File: config.mk
export PLATFORM = sky130hd
export DESIGN_NAME = oep_cordic_stage
export DESIGN_NICKNAME = d
export VERILOG_FILES = /design/src/hw/rtl/oep_pkg.sv /design/src/hw/rtl/oep_cordic_stage.sv
export SDC_FILE = /design/constraint.sdc
export NUM_CORES = 1
export LEC_CHECK = 0
export ABC_AREA = 0
export BUFFER_PORTS_ARGS = -buffer_cell sky130_fd_sc_hd__buf_2
export CORE_AREA = 2 2 181 183
export CTS_CLUSTER_DIAMETER = 30
export CTS_CLUSTER_SIZE = 40
export DETAILED_ROUTE_END_ITERATION = 10
export DIE_AREA = 0 0 183 185
export PLACE_DENSITY = 0.69
export SLEW_MARGIN = 40
export SYNTH_ARGS = -nofsm -noshare
export SYNTH_HDL_FRONTEND = slang
export SYNTH_SLANG_ARGS = --single-unit
File: constraint.sdc
create_clock -name clk -period 4.1 [get_ports clk]
set_input_delay 0.205 -clock clk [delete_from_list [all_inputs] [get_ports clk]]
set_output_delay 0.205 -clock clk [all_outputs]
set_load 0.03 [all_outputs]
File: src/hw/rtl/oep_pkg.sv
`default_nettype none
package oep_pkg;

  localparam int CORDIC_STEPS_DEF = 16;
  localparam int ATAN_ENTRIES = 24;
  localparam int CW = 34;
  localparam logic signed [CW-1:0] CORDIC_GAIN_Q30 = 34'sd652032874;
  localparam logic [30:0] PI_Q29 = 31'd1686629713;
  localparam logic [47:0] SAT48 = 48'hFFFF_FFFF_FFFF;

  typedef enum logic [2:0] {
    REG_GAIN_LL = 3'd0,
    REG_GAIN_LA = 3'd1,
    REG_GAIN_AL = 3'd2,
    REG_GAIN_AA = 3'd3
  } reg_idx_t;

  typedef struct packed {
    logic signed [CW-1:0] x;
    logic signed [CW-1:0] y;
    logic signed [CW-1:0] z;
  } cordic_t;

  typedef struct packed {
    logic signed [31:0] px;
    logic signed [31:0] py;
    logic signed [31:0] dstep;
    logic signed [15:0] turn;
    logic [15:0]        heading_sum;
    logic               flip;
  } side_t;

  typedef struct packed {
    logic [15:0] ll;
    logic [15:0] la;
    logic [15:0] al;
    logic [15:0] aa;
  } gains_t;

  typedef struct packed {
    logic signed [31:0] next_x;
    logic signed [31:0] next_y;
    logic [15:0]        next_heading;
    logic signed [31:0] jac_x;
    logic signed [31:0] jac_y;
    logic [47:0]        noise_xx;
    logic signed [47:0] noise_xy;
    logic [47:0]        noise_yy;
    logic [47:0]        noise_heading;
  } res_t;

  function automatic logic [29:0] atan_at(input int idx);
    logic [29:0] v;
    case (idx)
      0: v = 30'd536870912;
      1: v = 30'd316933406;
      2: v = 30'd167458907;
      3: v = 30'd85004756;
      4: v = 30'd42667331;
      5: v = 30'd21354465;
      6: v = 30'd10680862;
      7: v = 30'd5340245;
      8: v = 30'd2670163;
      9: v = 30'd1335087;
      10: v = 30'd667544;
      11: v = 30'd333772;
      12: v = 30'd166886;
      13: v = 30'd83443;
      14: v = 30'd41721;
      15: v = 30'd20860;
      16: v = 30'd10430;
      17: v = 30'd5215;
      18: v = 30'd2607;
      19: v = 30'd1303;
      20: v = 30'd651;
      21: v = 30'd325;
      22: v = 30'd162;
      23: v = 30'd81;
      default: v = '0;
    endcase
    return v;
  endfunction

endpackage
`default_nettype wire

File: src/hw/rtl/oep_cordic_stage.sv
`default_nettype none
module oep_cordic_stage
  import oep_pkg::*;
#(
  parameter int IDX = 0
) (
  input  wire logic    clk,
  input  wire logic    rst_n,
  input  wire logic    adv,
  input  wire logic    in_valid,
  input  wire cordic_t in_cr,
  input  wire side_t   in_side,
  output logic         out_valid_r,
  output cordic_t      out_cr_r,
  output side_t        out_side_r
);

  logic signed [CW-1:0] xs, ys, at;
  cordic_t cr_nxt;

  always_comb begin
    xs = in_cr.x >>> IDX;
    ys = in_cr.y >>> IDX;
    at = $signed({{(CW-30){1'b0}}, atan_at(IDX)});
    if (!in_cr.z[CW-1]) begin
      cr_nxt.x = in_cr.x - ys;
      cr_nxt.y = in_cr.y + xs;
      cr_nxt.z = in_cr.z - at;
    end else begin
      cr_nxt.x = in_cr.x + ys;
      cr_nxt.y = in_cr.y - xs;
      cr_nxt.z = in_cr.z + at;
    end
  end

  always_ff @(posedge clk) begin
    if (!rst_n) begin
      out_valid_r <= 1'b0;
    end else if (adv) begin
      out_valid_r <= in_valid;
    end
  end

  always_ff @(posedge clk) begin
    if (adv) begin
      out_cr_r   <= cr_nxt;
      out_side_r <= in_side;
    end
  end

endmodule
`default_nettype wire

=== Word level (Yosys, flattened, before mapping) ===
Index checks and enable logic that the tools add are counted.

* Register bits: 232
* Input port bits: 235

* $add $sub $neg: 5
* Multiplexer cells: 1

{| class="wikitable"
|+ Operators by type and width
! operator !! number
|-
| $mux 102 || 1
|-
| $sub 34x34->34 || 2
|-
| $add 34x31->34 const B || 1
|-
| $add 34x34->34 || 1
|-
| $sub 34x31->34 const B || 1
|}

=== Longest topological paths before layout ===
* Depth after elaboration: 2
* Mapped depth: 12

=== Worst setup path before layout ===
OpenSTA, ideal clock, no wires.

* Kind: input -> register
* From: input in_cr[34] (netlist name)
* To: register out_cr_r[100] (netlist name) (data pin)
* Library setup time: 264 ps
* Arrival time: 2388 ps
* Data required time: 3836 ps
* Slack: 1448 ps
* Stages: 11
* Path buffers: 0
* Path through: ha_1 -> fa_1 -> nor3b_1 -> o311ai_1 -> nand2_1 -> and3_1 -> nor2_2 -> o31ai_4 -> a311o_1 -> a211oi_2 -> xor2_1

{| class="wikitable"
|+ RTL lines
! what !! RTL line !! RTL
|-
| start: declaration || oep_cordic_stage.sv:11 || <nowiki>input wire cordic_t in_cr,</nowiki>
|-
| end signal: assignment || oep_cordic_stage.sv:46 || <nowiki>out_cr_r <= cr_nxt;</nowiki>
|-
| end: declaration || oep_cordic_stage.sv:14 || <nowiki>output cordic_t out_cr_r,</nowiki>
|}

==> insert_results.sql <==
INSERT INTO impl_metrics (metric_group, metric, value, unit) VALUES
('worst_setup_path', 'worst_path_most_repeated_cell', 'sky130_fd_sc_hd__and3_1', ''),
('timing', 'fin_ws', '0.9500', 'ns'),
('synthesis', 'yosysMostFrequentCell', 'sky130_fd_sc_hd__edfxtp_1', ''),
('synthesis', 'ys_seq_elements', '231', ''),
('synthesis', 'synth.cells.most_frequent', 'sky130_fd_sc_hd__edfxtp_1 (230), sky130_fd_sc_hd__a21oi_1 (113), sky130_fd_sc_hd__ha_1 (102)', ''),
('synthesis', 'number_of_enable_type_register_cells_in_the_synthesized_netlist', '230', ''),
('worst_setup_path', 'worst-setup-path-type', 'in -> reg', ''),
('route', 'detail_routed_net_length_per_standard_cell', '23.72', 'µm'),
('die', 'die_w', '183', 'µm'),
('timing', 'final-setup-viol-count', '0', ''),
('grt', 'globalRouteOverflowTotal', '0', ''),
('synthesis', 'postSynthAreaPerCell', '11.33', 'µm²'),
('placed_design', 'dp_slack', '0.4336', 'ns'),
('timing', 'timing.fmax', '317.5', 'MHz'),
('timing', 'post-route-min-period', '3.150', 'ns'),
('power', 'leakage', '8.378', 'nW'),
('clocking', 'cts_max_path_bufs', '3', ''),
('synthesis', 'syn_nets', '1482', ''),
('synthesis', 'seq_area_frac_synth', '53.57', '%'),
('worst_setup_path', 'cp.buffers_inverters', '3', ''),
('placed_design', 'numPortBuffers', '466', ''),
('timing', 'worst_pin_slew', '0.8049', 'ns'),
('synthesis', 'synth_cell_type_count', '81', ''),
('worst_setup_path', 'slowest_stage', 'sky130_fd_sc_hd__nor4_1', ''),
('route', 'drc_errors', '0', ''),
('timing', 'rsz_0062_raised_after_global_routing', 'no', ''),
('synthesis', 'ys_warn_count', '0', ''),
('run_status', 'status', 'completed', ''),
('route', 'num_vias', '12220', ''),
('timing', 'final_min_period_over_clock_period', '76.83', '%'),
('worst_setup_path', 'crit_required', '4.37', 'ns'),
('die', 'dieHeight', '185', 'µm'),
('clocking', 'numClockSinks', '231', ''),
('placed_design', 'hpwlAfterDp', '38770', 'µm'),
('power', 'worst_ir_drop_vdd', '0.0003430', 'V'),
('grt', 'grt.total_usage', '29.89', '%'),
('grt', 'grt_antenna_before_repair', '1', ''),
('clocking', 'resized_gates_after_cts', '0', ''),
('synthesis', 'yosysTopAreaCell', 'sky130_fd_sc_hd__edfxtp_1', ''),
('min_path', 'min-delay-path-class', 'in -> reg', ''),
('timing', 'timing_max_transition_violations_final', '0', ''),
('timing', 'timing.final.hold_violations', '0', ''),
('worst_setup_path', 'critPathLaunchType', 'input port', ''),
('worst_setup_path', 'critical_path.endpoint_type', 'register', ''),
('finish', 'proportion_of_layout_cells_with_a_drive_suffix_above_1', '31.71', '%'),
('route', 'drt_pre_antenna_iters', '6', ''),
('timing', 'slew-limit-headroom', '46.34', '%'),
('clocking', 'cts_tree', 'yes', ''),
('worst_setup_path', 'worst_ep_arrival_time', '3.42', 'ns'),
('grt', 'grt_pass1_vias', '11790', ''),
('power', 'power-per-cell-area', '494.8', 'nW/µm²'),
('timing', 'skew', '0', 'ns'),
('clocking', 'cts_max_level', '2', ''),
('synthesis', 'synthFlopType', 'sky130_fd_sc_hd__edfxtp_1', ''),
('clocking', 'clkLatencyLatePin', '0.54', 'ns'),
('die', 'core_area', '32040', 'µm²'),
('route', 'avgViaCountPerCell', '5.466', ''),
('synthesis', 'syn_inst', '1141', ''),
('power', 'fin_total_pwr', '0.009441', 'W'),
('die', 'die_area', '33860', 'µm²'),
('worst_setup_path', 'largest_driver_fanout_on_the_critical_path', '11', ''),
('synthesis', 'synth_top_area_share', '53.42', '%'),
('worst_setup_path', 'kind_of_cell_with_the_highest_combined_delay_on_the_critical_path', 'simple AND/OR/NAND/NOR gates', ''),
('grt', 'grt_pass1_wl', '75870', 'µm'),
('finish', 'area_growth_syn_to_layout', '47.58', '%'),
('die', 'row_count', '66', ''),
('worst_setup_path', 'cpPeakStageDelay', '0.73', 'ns'),
('job', 'maxCapViolations', '0', ''),
('route', 'wirelength', '53050', 'µm'),
('clocking', 'clk_slew_on_worst_s_h_paths', '0.05', 'ns'),
('worst_setup_path', 'critical_path.cell_chain', 'buf_2 > inv_1 > ha_1 > clkinv_1 > nor4_1 > and3_1 > o21ai_1 > and3_1 > o21a_1 > o221ai_1 > o311ai_1 > xnor2_1', '');
==> logic make-up (layout without fill, tap and decap cells) <==
logic type                 count (synthesis)  after routing  share of synthesized area, %
xor gates and xnor gates                  67             67                         4.538
other                                      0              2                             0
and+or+nand+nor                          231            231                         8.700
DFF                                      231            231                         53.57
adders and majority gates                106            106                         10.49
muxes                                     19             19                         1.471
buffers and inverters                    151            836                         4.655
AOI/OAI and AO/OA                        336            336                         16.58
==> where the power goes <==
part	leakage [nW]	internal [W]	switching [W]	total [W]
logic	5.26	0.000713	0.00150	0.00221
clock network	0.857	0.00292	0.00131	0.00423
registers	2.26	0.00292	0.0000813	0.00300
total	8.38	0.00656	0.00289	0.00944
==> state kept, by name, indices dropped and copies added (netlist names) <==
signal,count
out_valid_r,1
out_side_r,129
out_cr_r,101
==> area by class of cell <==
class,instances,area [µm²]
inverter,105,394.1
clock inverter,32,412.9
clock buffer,61,1366
fill,2612,12960
timing repair buffer,638,4065
multi-input combinational,759,5401
antenna,2,5.005
tap,408,510.5
sequential,231,6927
==> final timing paths <==
check / depth (start not counted) / slack, ns / to / from
worst max-delay path: 12 / 0.95 / out_cr_r[66] / in_cr[55]
worst min-delay path: 2 / 0.06 / out_cr_r[30] / in_cr[30]
worst max register to register: 3 / 2.94 / out_valid_r / out_valid_r
worst min register to register: 3 / 1.08 / out_valid_r / out_valid_r
==> per-stage QoR <==
step / instances / area, µm² / utilization, %
3_5_place_dp: 1980 / 15690 / 48.96
4_1_cts: 2234 / 19080 / 59.54
6_report: 2236 / 19080 / 59.56
2_1_floorplan: 1141 / 12930 / -
5_1_grt: 2234 / 19080 / 59.54
3_3_place_gp: 1980 / 15680 / 48.95
==> worst reg2reg max path, cell delays in order (launching register included) <==
cell,delay [ns]
sky130_fd_sc_hd__dfxtp_1,0.31
sky130_fd_sc_hd__mux2i_1,0.13
sky130_fd_sc_hd__nor2b_1,0.06
sky130_fd_sc_hd__dlygate4sd3_1,0.55
==> repair_timing <==
item                                   4_1_cts  5_1_grt
endpoints found under the hold margin      160        0
hold buffers                               161        0
setup buffers                                0        0
setup endpoints to repair                    0        0
==> routing by layer <==
layer | track usage (%) | wire length [µm] | up-vias
li1 | - | - | 5494
met1 | 40.70 | 22310 | 5909
met2 | 47.08 | 24000 | 693
met3 | 5.958 | 4390 | 126
met4 | 11.74 | 2345 | 0
met5 | 0 | 0 | -
==> layout by cell type (no fill, tap or decap), types with 9 or more instances in the layout <==
cell type	n
sky130_fd_sc_hd__inv_1	93
sky130_fd_sc_hd__ha_1	102
sky130_fd_sc_hd__o21a_1	9
sky130_fd_sc_hd__o31ai_1	14
sky130_fd_sc_hd__buf_2	465
sky130_fd_sc_hd__nand4_1	14
sky130_fd_sc_hd__nor2_1	70
sky130_fd_sc_hd__a211oi_1	14
sky130_fd_sc_hd__mux2i_1	19
sky130_fd_sc_hd__clkbuf_16	53
sky130_fd_sc_hd__nor4_1	11
sky130_fd_sc_hd__bufinv_16	9
sky130_fd_sc_hd__a21o_1	17
sky130_fd_sc_hd__o21bai_1	22
sky130_fd_sc_hd__a21oi_1	113
sky130_fd_sc_hd__nor3_1	22
sky130_fd_sc_hd__nor2b_1	12
sky130_fd_sc_hd__edfxtp_1	230
sky130_fd_sc_hd__o21ai_1	18
sky130_fd_sc_hd__clkinv_1	10
sky130_fd_sc_hd__xnor2_1	59
sky130_fd_sc_hd__nand3_1	12
sky130_fd_sc_hd__o21ai_0	60
sky130_fd_sc_hd__dlygate4sd3_1	161
sky130_fd_sc_hd__inv_2	9
sky130_fd_sc_hd__nand2_1	53
No activity file was read; power rests on OpenSTA's default activity.
